===== src/design/bfc_ram.sv =====
// ----------------------------------------------------------------------------
// bfc_ram - generic single-port-write, single-port-read synchronous RAM
// One write and one read per cycle; read data is registered.
// ----------------------------------------------------------------------------
module bfc_ram #(
  parameter int WIDTH = 8,
  parameter int DEPTH = 256
) (
  input  logic                     clk,
  input  logic                     we,
  input  logic [$clog2(DEPTH)-1:0] waddr,
  input  logic [WIDTH-1:0]         wdata,
  input  logic [$clog2(DEPTH)-1:0] raddr,
  output logic [WIDTH-1:0]         rdata
);

  logic [WIDTH-1:0] mem [DEPTH];

  always_ff @(posedge clk) begin
    if (we) begin
      mem[waddr] <= wdata;
    end
    rdata <= mem[raddr];
  end

endmodule


===== config.mk =====
export PLATFORM = sky130hd
export DESIGN_NAME = bfc_ram
export DESIGN_NICKNAME = d
export VERILOG_FILES = /design/src/design/bfc_ram.sv
export SDC_FILE = /design/constraint.sdc
export NUM_CORES = 2
export LEC_CHECK = 0
export BUFFER_PORTS_ARGS = -buffer_cell sky130_fd_sc_hd__buf_4
export CORE_ASPECT_RATIO = 0.75
export CORE_MARGIN = 3
export CORE_UTILIZATION = 45
export CTS_BUF_LIST = sky130_fd_sc_hd__clkbuf_4
export DETAILED_ROUTE_END_ITERATION = 8
export GPL_TIMING_DRIVEN = 0
export SYNTH_ARGS = -nofsm -noshare
export SYNTH_HDL_FRONTEND = slang
export SYNTH_SLANG_ARGS = --single-unit

===== constraint.sdc =====
create_clock -name clk -period 7.6 [get_ports clk]
set_input_delay 1.52 -clock clk [delete_from_list [all_inputs] [get_ports clk]]
set_output_delay 1.52 -clock clk [all_outputs]
set_load 0.05 [all_outputs]

After elaboration in Yosys (flattened, before gate mapping)
Memories as Yosys holds them, arrays and structs flattened. A register that Yosys moved wholly into a read port is not among the register bits.
Cells that the tools add are included.
Widths: inputs -> output; s select.
{ "word_totals": {"register_bits": 0, "ram_bits": 2048, "inputBits": 26, "output_inout_bits": 8, "wordCells": 3, "memories": 1} }
{ "memory_table": {"columns": ["memory", "words", "width", "read_ports", "rd_ports_with_merged_regs", "wr", "line", "rtl"], "rows": [
  ["mem", 256, 8, 1, 1, 1, "17", "logic [WIDTH-1:0] mem [DEPTH];"]
]} }
{ "classes": {"muxes": 2} }
{ "ops": {"columns": ["cell", "count"], "rows": [
  ["$mux 1", 2]
]} }

Longest topological paths before layout
{ "logic_depth": {"ltp_word": 2, "depth_mapped": 11, "depth_no_buf": 6} }

Least setup slack after synthesis
No wires, ideal clock.
{ "synth_path": {"path_type": "input-to-reg", "start": "input raddr[0]", "end": "register rdata[2] (read register of mem)", "setup_ps": 131, "arrival_time_ps": 3327, "required_ps": 7469, "path_slack_ps": 4142, "path_stages": 9, "path_buffers": 4, "path_cell_list": "buf_6 > buf_12 > buf_8 > buf_2 > mux4_2 > a22oi_1 > a21oi_1 > nor4_1 > nor4_2"} }
{ "synth_rtl": {"columns": ["element", "line", "rtl"], "rows": [
  ["from (decl)", "13", "input logic [$clog2(DEPTH)-1:0] raddr,"],
  ["to (decl)", "14", "output logic [WIDTH-1:0] rdata"]
]} }

==> impl_metrics.env <==
export IMPL_status="complete, but fails checks"
export IMPL_violations="max-capacitance violations, max-slew violations"
export IMPL_min_delay_start="wdata[3]"
export IMPL_power_density_nw_per_um2=252
export IMPL_grt_pass1_vias=42000
export IMPL_wl_um=250000
export IMPL_synthDistinctLibCells=55
export IMPL_hold_violations=0
export IMPL_cp_max_fo=10
export IMPL_drt_vias_per_instance=6.27
export IMPL_worstSetupPathType="in2reg"
export IMPL_utilization=0.511
export IMPL_portBuffers=26
export IMPL_final_setup_viol_count=0
export IMPL_clock_path_buffers=4
export IMPL_antenna_found_initial=17
export IMPL_ir_drop_v=0.000153
export IMPL_syn_to_final_growth_pct=11.8
export IMPL_p_seq_frac=0.557
export IMPL_synthMostInstantiatedCell="edfxtp_1"
export IMPL_dp_hpwl_um=165000
export IMPL_gr_usage_all_layers=0.273
export IMPL_drt_pass1_iter_count=6
export IMPL_r2r_start="mem[211][3]"
export IMPL_reg2reg_to="rdata[3]"
export IMPL_nNetsFinal=4286
export IMPL_ys_warn_count=0
export IMPL_gr_total_overflow=0
export IMPL_period_needed_ps=5260
export IMPL_die_area_um2=182000
export IMPL_crit_arrival_ps=6450
export IMPL_clk_latency_ps=1380
export IMPL_placed_cell_area_um2=83100
export IMPL_tightest_slew_ps=1590
export IMPL_routedWlPerCell_um=35.9
export IMPL_routabilityCongestion=0.955
export IMPL_start_util=0.457
export IMPL_cpPeakStageDelay_ps=1270
export IMPL_synth_area_top_cells="edfxtp_1, mux4_2, mux2i_1"
export IMPL_power_leakage_nw=27.8
export IMPL_drt_iter0_drc=7403
export IMPL_synth_flop_cell="edfxtp_1"
export IMPL_yosysSeqAreaShare=0.775
export IMPL_grt_setup_unrepaired="no"
export IMPL_cts_setup_buffers=0
export IMPL_fmax_ghz=0.190
export IMPL_grt_start_max_net_pins=146
export IMPL_holdBufCountCts=0
export IMPL_combPwrFrac=0.062
export IMPL_finalCritPeriodShare=0.692
export IMPL_htree_levels=5
export IMPL_clock_root_buffer="clkbuf_4"
export IMPL_p_switching_mw=5.33
export IMPL_fill_cells=14100
export IMPL_p_clk_frac=0.381
export IMPL_end_kind="flop"
export IMPL_drv_cap=3
export IMPL_finClkSkew_ps=95.9
export IMPL_final_area_um2=88900
export IMPL_fin_ws_ps=2340
export IMPL_die_h_um=370
export IMPL_crit_chain="buf_4 > buf_4 > clkbuf_1 > nor2_1 > clkbuf_1 > a221oi_1 > o32ai_1 > nor3_1 > nor4_1"
export IMPL_finalSetupTns_ps=0
export IMPL_total_power_mw=22.5
export IMPL_cts_buffers=484
export IMPL_startpoint_type="primary input"
export IMPL_synth_async_reset_ratio=0
export IMPL_ant_nets=0
export IMPL_holdPathEnd="mem[209][3]"
export IMPL_yosysTopAreaCell="edfxtp_1"
export IMPL_grt_pass1_wl_um=341000
export IMPL_slowest_stage="a221oi_1"
export IMPL_preCtsSetupSlack_ps=1270
export IMPL_r2r_cells=6
export IMPL_die_w_um=492
export IMPL_clkSinkCount=2056
export IMPL_slew_headroom=-0.0846
export IMPL_min_path_cells=1
export IMPL_reg2reg_slack_ps=3520
export IMPL_ctsResizeCount=0
export IMPL_syn_nets=3759
export IMPL_ys_top_cells_by_count="edfxtp_1, mux4_2, nor2_1"
export IMPL_postSynthAreaPerCell_um2=21.3
export IMPL_syn_area_um2=79600
export IMPL_synth_edf_count=2048
export IMPL_ys_ff_latch=2056
export IMPL_hold_path_class="in2reg"
export IMPL_required_ps=8790
export IMPL_clk_pin_slew_worst_paths_ps=70
export IMPL_vias=43600
export IMPL_synthesis_instances=3733
export IMPL_synth_top_area_frac=0.773
export IMPL_p_sw_frac=0.237
export IMPL_drive_gt1_frac=0.294
export IMPL_coreArea_um2=174000
export IMPL_pin_count=34
export IMPL_slew_violations=15
export IMPL_p_int_mw=17.1
export IMPL_drc=0
export IMPL_rows=132
export IMPL_cts_tree="done"
cell families (layout without fill, tap and decap cells):
kind of cell / after synthesis / after routing / share of synthesized area
multiplexers: 591 / 591 / 0.146
flip-flops: 2056 / 2056 / 0.775
AND/OR/NAND/NOR: 466 / 466 / 0.0263
AO/OA/AOI/OAI: 385 / 385 / 0.0342
other: 0 / 13 / 0
buffers and inverters: 235 / 1096 / 0.0183
how the worst max path moves through the flow:
stage / start / slack (ps) / depth (start not counted) / endpoint
after floorplan: raddr[0] / 4140 / 9 / rdata[2]
after global placement: raddr[1] / 810 / 9 / rdata[3]
after detailed placement: raddr[1] / 1270 / 9 / rdata[3]
after CTS: raddr[1] / 2790 / 9 / rdata[3]
after global routing: raddr[4] / 2440 / 9 / rdata[5]
final: raddr[4] / 2340 / 9 / rdata[3]
flip-flops by register name, summed over array words and instances (netlist names):
name / flops
mem: 2048
rdata: 8
final cells by class:
type / instances / area [µm²] / area share
Clock inverter: 120 / 510 / 0.00574
Inverter: 2 / 7.51 / 0.0000844
Buffer: 233 / 1480 / 0.0166
Multi-Input combinational cell: 1442 / 16400 / 0.185
Clock buffer: 700 / 5260 / 0.0591
Timing Repair Buffer: 41 / 631 / 0.00709
Sequential cell: 2056 / 61700 / 0.693
Tap cell: 2345 / 2930 / 0.0330
Antenna cell: 13 / 32.5 / 0.000366
routing by layer:
metal,vias to the layer above,part of all wire,global-route usage
met1,23000,0.41,0.405
met2,3062,0.42,0.373
met4,15,0.032,0.0976
li1,17100,-,-
met5,-,0.00069,0
met3,412,0.14,0.0985
power groups by stage:
stage               sequential [mW]  combinational (mW)  clock, mW
floorplan                      12.8               0.607          0
global placement               12.8                1.32          0
detailed placement             12.7                1.36          0
CTS                            12.5                1.36       8.64
global route                   12.5                1.42       9.25
finish                         12.5                1.40       8.56
metrics by stage:
step	std cells	hold slack (ps)
after global placement	6104	1400
final	6952	375
after floorplan	3733	770
after detailed placement	6119	1430
after CTS	6939	220
after global routing	6946	288
critical path: cells and delay by family:
kind,cells,cell delay [ps]
AO/OA/AOI/OAI,2,1700
buffers and inverters,4,1610
AND/OR/NAND/NOR,3,1580
cells in the final DEF (no fill, tap or decap), types with 22 or more instances in the layout:
cell type	Yosys	final
nand2_1	33	33
nor2b_1	31	31
nor4_1	24	24
edfxtp_1	2048	2048
nor3_1	22	22
clkbuf_4	0	700
a21oi_1	96	96
clkinv_1	1	101
mux4_2	454	454
o221ai_1	46	46
o22ai_1	28	28
nor2_1	282	282
nand3_1	34	34
clkbuf_1	111	91
a22oi_1	133	133
buf_2	31	32
buf_4	27	46
mux2i_1	134	134
Power figures use the tool's default switching activity.
