--- src/design/bfc_pkg.sv ---
// ----------------------------------------------------------------------------
// bfc_pkg - shared definitions of the bitmap font text console
// Constants, command codes, register indexes and the structures that pass
// between the register file, the cursor unit and the row emitter.
// ----------------------------------------------------------------------------
package bfc_pkg;

  localparam int FONT_BYTES = 4096;
  localparam int GLYPH_ROWS = 16;
  localparam int FONT_AW    = $clog2(FONT_BYTES);
  localparam int ROW_IDX_W  = $clog2(GLYPH_ROWS);

  localparam int COORD_W    = 13;
  localparam int PITCH_W    = 14;
  localparam int STRIDE_W   = 5;
  localparam int XPOS_W     = 15;
  localparam int CELL_W     = 8;
  localparam int ROW_MAX    = 8191;

  localparam int PADDR_W    = 6;
  localparam int PDATA_W    = 64;

  // Command codes carried in the mode field
  localparam logic [2:0] MODE_PUT_CHAR  = 3'd0;
  localparam logic [2:0] MODE_NEWLINE   = 3'd1;
  localparam logic [2:0] MODE_CENTER    = 3'd2;
  localparam logic [2:0] MODE_BACKSPACE = 3'd3;
  localparam logic [2:0] MODE_FONT_LOAD = 3'd4;

  // Register indexes (byte address is eight times the index)
  localparam logic [2:0] REG_FRAME_BASE    = 3'd0;
  localparam logic [2:0] REG_SCREEN_WIDTH  = 3'd1;
  localparam logic [2:0] REG_SCREEN_HEIGHT = 3'd2;
  localparam logic [2:0] REG_LINE_PITCH    = 3'd3;
  localparam logic [2:0] REG_INK_COLOUR    = 3'd4;
  localparam logic [2:0] REG_BLANK_COLOUR  = 3'd5;
  localparam logic [2:0] REG_GLYPH_STRIDE  = 3'd6;

  typedef struct packed {
    logic [63:0]          frame_base;
    logic [COORD_W-1:0]   screen_width;
    logic [COORD_W-1:0]   screen_height;
    logic [PITCH_W-1:0]   line_pitch;
    logic [31:0]          ink_colour;
    logic [31:0]          blank_colour;
    logic [STRIDE_W-1:0]  glyph_stride;
  } cfg_t;

  // One cell to be written: left column (two's complement), top row,
  // first glyph byte and colour.
  typedef struct packed {
    logic                 glyph;
    logic [XPOS_W-1:0]    x0;
    logic [COORD_W-1:0]   y0;
    logic [FONT_AW-1:0]   font_addr;
    logic [31:0]          colour;
  } cell_t;

endpackage

--- src/design/bfc_cursor.sv ---
// ----------------------------------------------------------------------------
// bfc_cursor - text cursor unit
// Moves the cursor on accepted put-character, newline, center and backspace
// commands, and captures the cell that a put-character or backspace writes.
// ----------------------------------------------------------------------------
module bfc_cursor import bfc_pkg::*; (
  input  logic         clk,
  input  logic         rst,
  input  logic         accept,
  input  logic [2:0]   mode,
  input  logic [7:0]   char_code,
  input  cfg_t         cfg,
  output cell_t        tile
);

  logic [COORD_W-1:0]        col;
  logic [COORD_W-1:0]        row;
  logic [COORD_W-1:0]        col_next;
  logic [COORD_W-1:0]        row_next;
  logic [COORD_W-1:0]        bs_col;
  logic [COORD_W-1:0]        bs_row;
  logic [XPOS_W-1:0]         col_plus8;
  logic [XPOS_W-1:0]         col_plus16;
  logic [7+STRIDE_W:0]       glyph_start;
  cell_t                     tile_next;

  function automatic logic [COORD_W-1:0] row_forward(input logic [COORD_W-1:0] r);
    logic [COORD_W:0] s;
    s = {1'b0, r} + (COORD_W+1)'(GLYPH_ROWS);
    return (s > (COORD_W+1)'(ROW_MAX)) ? COORD_W'(ROW_MAX) : s[COORD_W-1:0];
  endfunction

  function automatic logic [COORD_W-1:0] row_back(input logic [COORD_W-1:0] r);
    return (r >= COORD_W'(GLYPH_ROWS)) ? r - COORD_W'(GLYPH_ROWS) : '0;
  endfunction

  always_comb begin
    col_plus8   = {2'b00, col} + XPOS_W'(CELL_W);
    col_plus16  = {2'b00, col} + XPOS_W'(2 * CELL_W);
    glyph_start = char_code * cfg.glyph_stride;

    // Backspace first steps back over the start of a line
    bs_col = (col == '0) ? cfg.screen_width : col;
    bs_row = (col == '0) ? row_back(row) : row;

    col_next  = col;
    row_next  = row;
    tile_next = tile;

    case (mode)
      MODE_PUT_CHAR: begin
        tile_next.glyph     = 1'b1;
        tile_next.x0        = {2'b00, col};
        tile_next.y0        = row;
        tile_next.font_addr = glyph_start[FONT_AW-1:0];
        tile_next.colour    = cfg.ink_colour;
        if (col_plus16 > {2'b00, cfg.screen_width}) begin
          col_next = '0;
          row_next = row_forward(row);
        end else begin
          col_next = col_plus8[COORD_W-1:0];
        end
      end
      MODE_NEWLINE: begin
        col_next = '0;
        row_next = row_forward(row);
      end
      MODE_CENTER: begin
        col_next = cfg.screen_width >> 1;
      end
      MODE_BACKSPACE: begin
        tile_next.glyph     = 1'b0;
        tile_next.x0        = {2'b00, bs_col} - XPOS_W'(CELL_W);
        tile_next.y0        = bs_row;
        tile_next.font_addr = '0;
        tile_next.colour    = cfg.blank_colour;
        if (bs_col < COORD_W'(CELL_W)) begin
          col_next = cfg.screen_width;
          row_next = row_back(bs_row);
        end else begin
          col_next = bs_col - COORD_W'(CELL_W);
          row_next = bs_row;
        end
      end
      default: ;
    endcase
  end

  always_ff @(posedge clk) begin
    if (rst) begin
      col <= '0;
      row <= '0;
    end else if (accept) begin
      col <= col_next;
      row <= row_next;
    end
  end

  always_ff @(posedge clk) begin
    if (accept) begin
      tile <= tile_next;
    end
  end

endmodule

--- config.mk ---
export PLATFORM = sky130hd
export DESIGN_NAME = bfc_cursor
export DESIGN_NICKNAME = d
export VERILOG_FILES = /design/src/design/bfc_pkg.sv /design/src/design/bfc_cursor.sv
export SDC_FILE = /design/constraint.sdc
export NUM_CORES = 1
export LEC_CHECK = 0
export BUFFER_PORTS_ARGS = -buffer_cell sky130_fd_sc_hd__buf_2
export CORE_MARGIN = 3
export CORE_UTILIZATION = 52
export DETAILED_ROUTE_END_ITERATION = 12
export MAX_ROUTING_LAYER = met4
export PLACE_DENSITY_LB_ADDON = 0.08
export SYNTH_ARGS = -nofsm -noshare
export SYNTH_HDL_FRONTEND = slang
export SYNTH_SLANG_ARGS = --single-unit
--- constraint.sdc ---
create_clock -name clk -period 7.15 [get_ports clk]
set_clock_uncertainty 0.15 [all_clocks]
set_input_delay 1.43 -clock clk [delete_from_list [all_inputs] [get_ports clk]]
set_output_delay 1.43 -clock clk [all_outputs]
set_load 0.01 [all_outputs]
Word-level counts from Yosys, hierarchy flattened
Cells that the tools add are included.

Register bits after elaboration: 99. Bits of input ports: 187.

$add $sub $neg: 7. Multiply operators: 1. Order comparisons: 5. Equal/unequal tests: 4. Multiplexer cells: 12. Reduce and logical (&&, ||, !) cells: 8.

Operator list (count): $pmux 73 s2 (1); $mux 13 (9); $pmux 13 s4 (1); $pmux 13 s3 (1); $add 13x5->14 const B (2); $ge 13x5->1 const B (2); $sub 13x5->13 const B (2); $gt 14x13->1 (1); $gt 14x13->1 const B (1); $sub 13x4->14 const B (1); $add 13x4->13 const B (1); $logic_not 13->1 (1); $lt 13x4->1 const B (1); $sub 13x4->13 const B (1); $mul 8x5->12 (1); $eq 3x2->1 const B (2); $reduce_and 2->1 (2); $reduce_bool 4->1 (1); $eq 3x1->1 const B (1); $logic_not 3->1 (1); $reduce_and 3->1 (1); $reduce_bool 3->1 (1); $ne 2x2->1 const B (1); $reduce_bool 2->1 (1).

Logic depth before layout (Yosys ltp)
Depth after elaboration: 7. Gate-level depth with buffers: 18. Gate-level depth less buffers: 14.

Worst setup path after synthesis
Ideal clock, no wire load.

Kind: input to register. Start: input mode[2]. End: register tile[0] (netlist bit) (enable). Setup time: 0.526 ns. Arrival: 5.345 ns. Setup slack: 1.129 ns. Stages on the path: 3. Path buffers: 1. Cell sequence: nand2b_1 clkbuf_1 a21oi_1.

Cells in the longest elaborated chain, start to end: 3. Elaborated cells between the ends (all ways): 4.

Ends and longest elaborated chain: start: declaration (RTL line bfc_cursor.sv:10) `input logic [2:0] mode,`; $eq 3x2->1 or $logic_not 3->1 (tied branches) (RTL line bfc_cursor.sv:50) `case (mode)`; $reduce_bool 2->1 (no source line) *; $reduce_and 2->1 (no source line) *; end signal: assignment (RTL line bfc_cursor.sv:101) `tile <= tile_next;`; end: declaration (RTL line bfc_cursor.sv:13) `output cell_t tile`.

Every way passes the cells marked *; elsewhere a longest branch is shown, timed or not. A chain may end at the register's enable or synchronous reset.

Worst setup path in the final report
Start: input cfg[4] (netlist bit). End: register tile[43] (netlist bit) (data pin).

Cells in the longest elaborated chain, start to end: 2.

Ends and longest elaborated chain: start: declaration (RTL line bfc_cursor.sv:12) `input cfg_t cfg,`; $mul 8x5->12 (RTL line bfc_cursor.sv:40) `glyph_start = char_code * cfg.glyph_stride;`; $pmux 73 s2 (RTL line bfc_cursor.sv:50).

No other way between the ends.

==> results.md <==
- Outcome: completed
- Final core utilization: 62.3%
- Most common cell in the netlist: nand2_1
- Post-synth EDFFs: 72
- # DRC: 0
- Post-CTS Hold Buffers: 0
- Synth cell count leaders: nand2_1 (178), edfxtp_1 (72), a21oi_1 (57), inv_1 (57), ha_1 (42)
- Yosys top cell area share: between 20% and 30%
- 1st-iter DRT viols: 650
- CP max FO: 8
- Clock transition at the registers of the reported paths: around 0.07 ns
- Area contributors post-synth: edfxtp_1 (29%), nand2_1 (8.9%), ha_1 (7.0%)
- Vias in the first global route: approximately 6.3k
- Reg2Reg Setup Slack: around 2.5 ns
- CTS tree: built
- Nets@finish: approximately 1.3k
- Slew @ Worst Pin: ~1.0 ns
- Maximum clock insertion buffer count: 2
- Post-Route WL: 20,800 um
- DR vias: 6,961
- Yosys warning count: 0
- GR Overflow Total: 0
- Global-route wire length before repair: between 30,000 and 40,000 um
- Maxcap violations: 0
- HPWL Detailed: between 10,000 and 15,000 um
- Hold Path Cell Cnt: 2
- Num ports: between 200 and 300
- PwrDens: 200 nW/um^2
- Die area: 15,900 um^2
- Global Route Usage Sum: a little over a quarter
- Setup slack at placement: between 1.5 and 2 ns
- Num CTS Buffers: 9
- Antenna viol nets, final: 0
- Power Total: 1.74 mW
- Count of pins over their slew limit: 0
- Buf/Inv on CP: 2
- Fin crit share: 68.9%
- Worst Setup End Kind: flop
- Worst path depth: 13
- Yosys top cell by area: edfxtp_1
- Primary FF master, synth: edfxtp_1
- Ys async rst share: 0%
- Critical Path RT: approximately 7.1 ns
- Tmin final: 4.92 ns
- Worst skew pair latency: 0.36 ns
- Initial antenna violation count: 0
- Cell repeated most along the worst path: fa_1
- CP max-delay cell: fa_1
- Largest net degree at the start of global routing: 65
- Max_slew headroom: 29.6%
- # setup viols final: 0
- Worst Setup Start Kind: primary input
- FF+latch area: about 2700 um^2
- CTS resizes: 0
- CP top delay family: adder cells
- RePlAce Congestion: approximately 0.94
- Root Buffer: clkbuf_16
- #FFs+latches synth: 98
- H-tree level count: 3
- Initial Utilization: 53.7%
- Die Height: roughly 130 um
- Worst Hold Class: reg2reg
- Clock sink total: just under 100
- Die X: 126 um
- Non-filler cells, final: 1,201
- Mapped Area: 7510 um^2
- R2R cell count: 12
- WS Path Type: in2reg
- Pre-antenna DRT Iters: 5
- Cells after DPL: 1,185
- Share of cells above drive strength 1: around a fifth
- Port bufs: 168
- Final worst setup slack: 2.23 ns
- Core Region: about 14,000 um^2
- Area Growth Syn to Fin: 16.0%
- Fin Setup TNS: 0 ns
- Register area share after synthesis: 35.7%
- Crit path arrival time: around 5 ns
- Net Count, Synth: 1,131
- Vias/cell: 5.80
- Multi-input combinational cell area: 4400 um^2
- Crit path largest cell delay: 0.54 ns
- Mean routed wirelength per cell: 17.3 um
- Syn Area/Cell: 8.49 um^2
- Leak: ~3.8 nW
- Fmax: 0.203 GHz
- Final hold viol count: 0
- Unrepaired setup endpoints after global routing: false
- Cells after Synth: 885
- Fillcell total: 1,276
- ANT cells: 0
- Worst path cell trace: buf_2 -> nand2_1 -> fa_1 -> fa_1 -> fa_1 -> inv_1 -> ha_1 -> a21oi_1 -> o21bai_1 -> a2111o_1 -> a41oi_1 -> xnor2_1 -> nor2_1
- Worst VDD drop: 0.118 mV
- Post-CTS Setup Bufs: 0
- # rows: 43
- Distinct cell type count after synthesis: 75
[layout by cell type, fill, tap and decap left out, types with 24 or more instances in the layout]
master	synthesis	layout
dfxtp_1	26	26
buf_2	9	168
and2_1	34	34
edfxtp_1	72	72
ha_1	42	42
o21ai_0	36	36
inv_1	57	57
nor2_1	41	41
a21oi_1	57	56
nand3_1	24	24
nand2_1	178	178
[power by group]
group	internal [mW]	total, mW	switching [mW]
Combinational	0.222	0.573	0.352
Clock	0.253	0.491	0.238
Sequential	0.652	0.676	0.0235
Total	1.13	1.74	0.613
[layout make-up]
class                           count  area share [%]
Tap cell                          180            2.59
Clock buffer                       10            2.74
Inverter                           58            2.50
Multi-Input combinational cell    675            50.5
Sequential cell                    98            30.8
Timing Repair Buffer              174            10.2
Clock inverter                      6           0.675
[worst reg2reg max path: stages, from the launching register on]
cell and delay (ns):
dfxtp_1 0.65, inv_1 0.22, ha_1 0.24, nor3b_1 0.15
and4b_1 0.39, a21oi_1 0.35, ha_1 0.38, nand3_1 0.13
mux2i_2 0.42, nand2_2 0.51, nor4b_1 0.50, mux2i_1 0.33
a32o_1 0.20
[flip-flops by register name, indices dropped and copies added (netlist names)]
name  count
col      13
tile     72
row      13
[metrics by stage]
step / instance area (um^2) / hold WS, ns
6_report: 8710 / 0.373
5_1_grt: 8710 / 0.401
4_1_cts: 8710 / 0.371
3_5_place_dp: 8410 / 0.359
3_3_place_gp: 8410 / 0.360
2_1_floorplan: 7510 / 0.337
[metal layers]
layer  global-route usage [%]  up-vias  share of wire (%)
li1                         -     3426                  -
met1                     34.4     3211                 43
met2                     40.5      276                 47
met3                     4.50       48                6.7
met4                     10.5        0                3.2
met5                        -        -                  0
[cell families (layout without fill, tap and decap cells)]
kind of cell    Yosys count  count (layout)  share of synthesized area, %
buf+inv                 112             248                          5.91
simple gates            371             371                          23.6
fa+ha+maj                59              59                          11.5
xor+xnor                 30              30                          3.50
compound gates          204             204                          18.1
flops                    98              98                          35.7
mux                      11              11                          1.57
[worst paths after layout]
kind | from | to
setup / recovery | cfg[4] | tile[43]
hold / removal | row[2] | row[2]
setup reg to reg | col[5] | row[11]
hold reg to reg | row[2] | row[2]
Power figures use the tool's default switching activity.
