===== src/design/bfc_pkg.sv =====
// ----------------------------------------------------------------------------
// bfc_pkg - shared definitions of the bitmap font text console
// Constants, command codes, register indexes and the structures that pass
// between the register file, the cursor unit and the row emitter.
// ----------------------------------------------------------------------------
package bfc_pkg;

  localparam int FONT_BYTES = 4096;
  localparam int GLYPH_ROWS = 16;
  localparam int FONT_AW    = $clog2(FONT_BYTES);
  localparam int ROW_IDX_W  = $clog2(GLYPH_ROWS);

  localparam int COORD_W    = 13;
  localparam int PITCH_W    = 14;
  localparam int STRIDE_W   = 5;
  localparam int XPOS_W     = 15;
  localparam int CELL_W     = 8;
  localparam int ROW_MAX    = 8191;

  localparam int PADDR_W    = 6;
  localparam int PDATA_W    = 64;

  // Command codes carried in the mode field
  localparam logic [2:0] MODE_PUT_CHAR  = 3'd0;
  localparam logic [2:0] MODE_NEWLINE   = 3'd1;
  localparam logic [2:0] MODE_CENTER    = 3'd2;
  localparam logic [2:0] MODE_BACKSPACE = 3'd3;
  localparam logic [2:0] MODE_FONT_LOAD = 3'd4;

  // Register indexes (byte address is eight times the index)
  localparam logic [2:0] REG_FRAME_BASE    = 3'd0;
  localparam logic [2:0] REG_SCREEN_WIDTH  = 3'd1;
  localparam logic [2:0] REG_SCREEN_HEIGHT = 3'd2;
  localparam logic [2:0] REG_LINE_PITCH    = 3'd3;
  localparam logic [2:0] REG_INK_COLOUR    = 3'd4;
  localparam logic [2:0] REG_BLANK_COLOUR  = 3'd5;
  localparam logic [2:0] REG_GLYPH_STRIDE  = 3'd6;

  typedef struct packed {
    logic [63:0]          frame_base;
    logic [COORD_W-1:0]   screen_width;
    logic [COORD_W-1:0]   screen_height;
    logic [PITCH_W-1:0]   line_pitch;
    logic [31:0]          ink_colour;
    logic [31:0]          blank_colour;
    logic [STRIDE_W-1:0]  glyph_stride;
  } cfg_t;

  // One cell to be written: left column (two's complement), top row,
  // first glyph byte and colour.
  typedef struct packed {
    logic                 glyph;
    logic [XPOS_W-1:0]    x0;
    logic [COORD_W-1:0]   y0;
    logic [FONT_AW-1:0]   font_addr;
    logic [31:0]          colour;
  } cell_t;

endpackage


===== src/design/bfc_regs.sv =====
// ----------------------------------------------------------------------------
// bfc_regs - configuration register file
// APB-style slave holding the frame geometry, colours and glyph stride.
// ----------------------------------------------------------------------------
module bfc_regs import bfc_pkg::*; (
  input  logic               clk,
  input  logic               rst,
  input  logic               psel,
  input  logic               penable,
  input  logic               pwrite,
  input  logic [PADDR_W-1:0] paddr,
  input  logic [PDATA_W-1:0] pwdata,
  output logic [PDATA_W-1:0] prdata,
  output logic               pready,
  output cfg_t               cfg
);

  logic       wr_en;
  logic [2:0] index;

  assign pready = 1'b1;
  assign index  = paddr[PADDR_W-1:3];
  assign wr_en  = psel && penable && pwrite && pready;

  always_ff @(posedge clk) begin
    if (rst) begin
      cfg.frame_base    <= '0;
      cfg.screen_width  <= COORD_W'(640);
      cfg.screen_height <= COORD_W'(480);
      cfg.line_pitch    <= PITCH_W'(640);
      cfg.ink_colour    <= 32'hFFFF_FFFF;
      cfg.blank_colour  <= '0;
      cfg.glyph_stride  <= STRIDE_W'(16);
    end else if (wr_en) begin
      unique case (index)
        REG_FRAME_BASE:    cfg.frame_base    <= pwdata;
        REG_SCREEN_WIDTH:  cfg.screen_width  <= pwdata[COORD_W-1:0];
        REG_SCREEN_HEIGHT: cfg.screen_height <= pwdata[COORD_W-1:0];
        REG_LINE_PITCH:    cfg.line_pitch    <= pwdata[PITCH_W-1:0];
        REG_INK_COLOUR:    cfg.ink_colour    <= pwdata[31:0];
        REG_BLANK_COLOUR:  cfg.blank_colour  <= pwdata[31:0];
        REG_GLYPH_STRIDE:  cfg.glyph_stride  <= pwdata[STRIDE_W-1:0];
        default: ;
      endcase
    end
  end

  always_comb begin
    unique case (index)
      REG_FRAME_BASE:    prdata = cfg.frame_base;
      REG_SCREEN_WIDTH:  prdata = PDATA_W'(cfg.screen_width);
      REG_SCREEN_HEIGHT: prdata = PDATA_W'(cfg.screen_height);
      REG_LINE_PITCH:    prdata = PDATA_W'(cfg.line_pitch);
      REG_INK_COLOUR:    prdata = PDATA_W'(cfg.ink_colour);
      REG_BLANK_COLOUR:  prdata = PDATA_W'(cfg.blank_colour);
      REG_GLYPH_STRIDE:  prdata = PDATA_W'(cfg.glyph_stride);
      default:           prdata = '0;
    endcase
  end

endmodule


===== config.mk =====
export PLATFORM = sky130hd
export DESIGN_NAME = bfc_regs
export DESIGN_NICKNAME = d
export VERILOG_FILES = /design/src/design/bfc_pkg.sv /design/src/design/bfc_regs.sv
export SDC_FILE = /design/constraint.sdc
export NUM_CORES = 1
export LEC_CHECK = 0
export BUFFER_PORTS_ARGS = -buffer_cell sky130_fd_sc_hd__buf_2
export CAP_MARGIN = 20
export CELL_PAD_IN_SITES_DETAIL_PLACEMENT = 1
export CELL_PAD_IN_SITES_GLOBAL_PLACEMENT = 1
export CORE_MARGIN = 2
export CORE_UTILIZATION = 26
export DETAILED_ROUTE_END_ITERATION = 10
export GPL_ROUTABILITY_DRIVEN = 0
export PLACE_DENSITY_LB_ADDON = 0.12
export SLEW_MARGIN = 20
export SYNTH_ARGS = -nofsm -noshare
export SYNTH_HDL_FRONTEND = slang
export SYNTH_SLANG_ARGS = --single-unit
export TNS_END_PERCENT = 20

===== constraint.sdc =====
create_clock -name clk -period 2.3 [get_ports clk]
set_clock_uncertainty 0.2 [all_clocks]
set_input_delay 0.46 -clock clk [delete_from_list [all_inputs] [get_ports clk]]
set_output_delay 0.46 -clock clk [all_outputs]
set_load 0.05 [all_outputs]

After elaboration in Yosys (flattened, before gate mapping)
Cells that the tools add are included.
{"block": "word_totals", "regBits": 173, "in_bits": 75, "word_cells": 24}
{"block": "classes", "eq_ne": 6, "n_mux": 1, "n_reduce_logical": 10}
{"operator": "case mux 64 bit (7 select lines)", "count": 1}
{"operator": "AND reduction 2 bit", "count": 7}
{"operator": "== test 3 bit, second input constant", "count": 3}
{"operator": "== test 3 x 2 -> 1 bit, second input constant", "count": 2}
{"operator": "== test 3 x 1 -> 1 bit, second input constant", "count": 1}
{"operator": "zero test 3 bit", "count": 1}
{"operator": "logical AND 1 bit", "count": 2}

Depth between registers and ports, before layout
{"block": "depth", "depth_word": 3, "ltp_mapped": 7, "ltp_nobuf": 3}

Worst setup path before layout
OpenSTA, ideal clock, no wires.
{"block": "synth_path", "path_kind": "in2out", "from": "in paddr[4]", "to": "out prdata[7]", "t_arrival_ns": 2.274, "required_ns": 1.640, "setup_slack_ns": -0.634, "stages": 6, "path_buffers": 4, "cell_sequence": "buf_6 > or2_1 > buf_6 > buf_6 > buf_6 > o21ai_0"}
{"block": "synth_between", "elab_chain_len": 2, "word_cells_on_any_way": 8}
{"item": "from (decl)", "line_no": "bfc_regs.sv:11", "text": "input logic [PADDR_W-1:0] paddr,"}
{"item": "== test 3 bit, or another cell as far along", "line_no": "bfc_regs.sv:49", "text": "unique case (index)"}
{"item": "case mux 64 bit (7 select lines) (*)", "line_no": "bfc_regs.sv:49"}
{"item": "to (decl)", "line_no": "bfc_regs.sv:13", "text": "output logic [PDATA_W-1:0] prdata,"}
Every way passes the cells marked *; elsewhere a longest branch is shown, timed or not.

Worst setup path in the final report
{"block": "layout_path", "from": "in paddr[3]", "to": "out prdata[0]"}
Same word-level chain as after synthesis.

==> summary.md <==
| Metric | Value |
|---|---|
| Outcome | `complete, but fails checks` |
| Failing checks | `setup timing` |
| Pwr Total | `6.98 mW` |
| Layout area overhead | `42.4%` |
| Crit-path slowest cell | `a311o_1` |
| Max FO, Critical Path | `7` |
| Hold path start | `pwdata[40]` |
| Worst Path Class, Setup | `in -> out` |
| CTS tree | `done` |
| Die H | `183 um` |
| Multi-input gate area | `4580 um^2` |
| Sequential-to-total area share from yosys stat | `41.7%` |
| RSZ-0062 raised after global routing | `true` |
| Fin worst setup slack | `-0.00317 ns` |
| Final Cell Area | `11800 um^2` |
| Register bit total from synthesis | `173` |
| Mapped Nets | `1003` |
| Most frequent CP cell | `buf_12` |
| First-pass GRT wire length | `48.9 mm` |
| Initial Utilization | `26.4%` |
| Final worst path period share | `100%` |
| Vias in the first global route | `roughly 8k` |
| Critical path data arrival time | `1.64 ns` |
| Syn Inst Count | `between 900 and 1k` |
| Htree depth | `4` |
| RR Startpoint | `cfg[109]$_SDFFE_PP0P_` |
| DRT Wirelength | `between 30 and 40 mm` |
| Root Buffer | `clkbuf_16` |
| Layout cells sized above 1 | `~39%` |
| Biggest registers after layout | `cfg (173)` |
| Max VDD drop | `0.461 mV` |
| Synth unique cells | `37` |
| Syn_area_per_cell | `8.95 um^2` |
| WL per Instance | `19.8 um` |
| Core ar. | `31500 um^2` |
| Yosys warning total | `0` |
| CP cell instances | `buf_12 > buf_12 > buf_6 > mux2i_1 > o22ai_1 > a311o_1 > buf_12` |
| Clock Pin Slew Worst Setup and Hold Paths | `0.07 ns` |
| Max cap viols | `0` |
| Gr usage total | `18.8%` |
| Worst-skew pair later-pin latency | `0.43 ns` |
| Placed cell count | `~1.6k` |
| Die footprint | `33400 um^2` |
| Worst setup path start | `paddr[3]` |
| Largest net degree at the start of global routing | `72` |
| Fmax | `between 400 and 500 MHz` |
| Least-Margin Pin Slew | `a little over 0.5 ns` |
| Post-route DRC | `0` |
| FF/Latch Area | `3470 um^2` |
| Rows | `65` |
| Biggest register | `cfg` |
| Cts bufs inserted | `17` |
| Count of final hold-check violations | `0` |
| Max-slew headroom | `around two thirds` |
| Half-perimeter wire length after placement | `23.2 mm` |
| Worst Hold Class | `in -> reg` |
| Filler Cell Count | `3705` |
| Initial antenna violation count | `1` |
| CTS max path bufs | `2` |
| Final core utilization | `37.6%` |
| Cell Count, Final, Fillers Out | `1650` |
| Placed Area | `10700 um^2` |
| IO Count | `313` |
| DR vias | `7978` |
| Max reg flops | `173` |
| Post-Syn Area | `8310 um^2` |
| Setup crit start kind | `input port` |
| Final #Nets | `1309` |
| ANT nets after route | `0` |
| Final Max Tran Viols | `0` |
| Sink Count | `173` |
| Worst Path Required | `1.64 ns` |
| Final Setup Violations | `1` |
| Leak | `5.30 nW` |
| Min cycle time layout | `2.30 ns` |
| Starting DRT DRC Count | `316` |
| GR Overflow Total | `0` |
| Vias per inst | `4.84` |
| Port-buffer cells | `308` |
| Crit-path max cell delay | `about 0.37 ns` |
| Power density over the cells | `590 nW/um^2` |
| First-pass DRT Iterations | `4` |
| Pre-CTS setup slack | `-0.194 ns` |
| CP Capture Type | `primary output` |
| Overall die width | `183 um` |
through the flow:
stage | hold slack [ns] | TNS (ns)
4_1_cts | 0.0532 | -0.0563
5_1_grt | 0.0585 | -0.163
3_3_place_gp | 0.272 | -5.31
6_report | 0.0760 | -0.00317
3_5_place_dp | 0.282 | -6.06
2_1_floorplan | 0.408 | -5.88
final timing paths:
kind,to,slack [ns],depth (start not counted)
worst max register to register,cfg[109]$_SDFFE_PP0P_,1.37,2
worst max-delay path,prdata[0],-0.003,7
worst min-delay path,cfg[149]$_SDFFE_PP0P_,0.08,3
worst min register to register,cfg[161]$_SDFFE_PP0P_,0.29,2
worst max-delay path, delay by kind of cell:
kind	cells	cell delay, ns
mux	1	0.19
compound gates	2	0.47
buf+inv	4	0.51
synth_stat cells, drive strengths merged:
| library cell | instances | area [um^2] |
|---|---|---|
| mux2 | 34 | 383 |
| nor2b | 3 | 21.3 |
| conb | 1 | 3.75 |
| clkbuf | 44 | 170 |
| or2 | 1 | 6.26 |
| nand3 | 77 | 390 |
| mux2i | 118 | 1180 |
| and2 | 32 | 200 |
| inv | 4 | 15.0 |
| dfxtp | 173 | 3460 |
| o21ai | 75 | 375 |
| o221a | 3 | 33.8 |
| buf | 46 | 317 |
| nor2 | 96 | 384 |
| a22oi | 28 | 210 |
| a311o | 2 | 20.0 |
| and2b | 1 | 7.51 |
| nand4b | 1 | 8.76 |
| and4b | 1 | 10.0 |
| o22ai | 4 | 25.0 |
| nand2b | 93 | 582 |
| nand2 | 4 | 20.0 |
| nor3 | 1 | 16.3 |
| and4 | 1 | 8.76 |
| a221oi | 7 | 61.3 |
| or3 | 1 | 6.26 |
| a21oi | 77 | 385 |
layout by cell type, fill, tap and decap left out, types with 3 or more instances in the layout:
master | synthesis | final
a221oi_4 | 0 | 7
mux2i_1 | 118 | 118
o21ai_0 | 75 | 73
dfxtp_1 | 173 | 169
nor2_1 | 94 | 92
o221a_2 | 3 | 3
and2_1 | 32 | 32
a21oi_1 | 77 | 73
nand2b_1 | 93 | 93
buf_6 | 10 | 43
nand3_1 | 76 | 76
dfxtp_2 | 0 | 4
buf_4 | 10 | 61
a22oi_2 | 0 | 6
inv_1 | 3 | 3
mux2_2 | 34 | 34
buf_12 | 0 | 20
a22oi_1 | 28 | 22
clkbuf_4 | 0 | 5
inv_8 | 0 | 3
buf_2 | 25 | 245
a21oi_4 | 0 | 4
clkbuf_16 | 0 | 19
inv_6 | 0 | 4
nor2_4 | 1 | 3
cells by family after synthesis:
logic type	count (synthesis)	synth area share, %
muxes	152	18.8
and+or+nand+nor	312	20.0
other	1	0.0452
buffers and inverters	94	6.04
AOI/OAI and AO/OA	196	13.4
DFF	173	41.7
report_power, final:
group / total [mW] / switching [mW] / internal, mW / leakage, nW
logic: 0.972 / 0.609 / 0.362 / 3.62
clock network: 2.97 / 1.40 / 1.57 / 0.284
registers: 3.03 / 0.0191 / 3.02 / 1.40
total: 6.98 / 2.03 / 4.95 / 5.30
routing by layer:
layer | part of all wire, % | wire (um) | track usage [%]
met5 | 0 | 0 | 0
met1 | 46 | 15000 | 24.5
met3 | 4.8 | 1560 | 3.65
met4 | 1.3 | 415 | 4.65
met2 | 48 | 15700 | 32.1
area by class of cell:
| type | instances | share of cell area, % |
|---|---|---|
| inverters | 4 | 0.127 |
| clock buffers | 19 | 3.75 |
| flip-flops and latches | 173 | 29.3 |
| multi-input cells | 661 | 38.7 |
| diodes | 1 | 0.0212 |
| clock inverters | 13 | 1.25 |
| well taps | 402 | 4.25 |
| repair buffers | 377 | 22.6 |
timing repair:
item / CTS / global route
pin swaps: 0 / 8
gates cloned: 0 / 2
setup endpoints to repair: 59 / 30
hold buffers: 0 / 0
setup buffers: 1 / 3
resized for setup: 62 / 70
(Power assumes the default switching activity.)
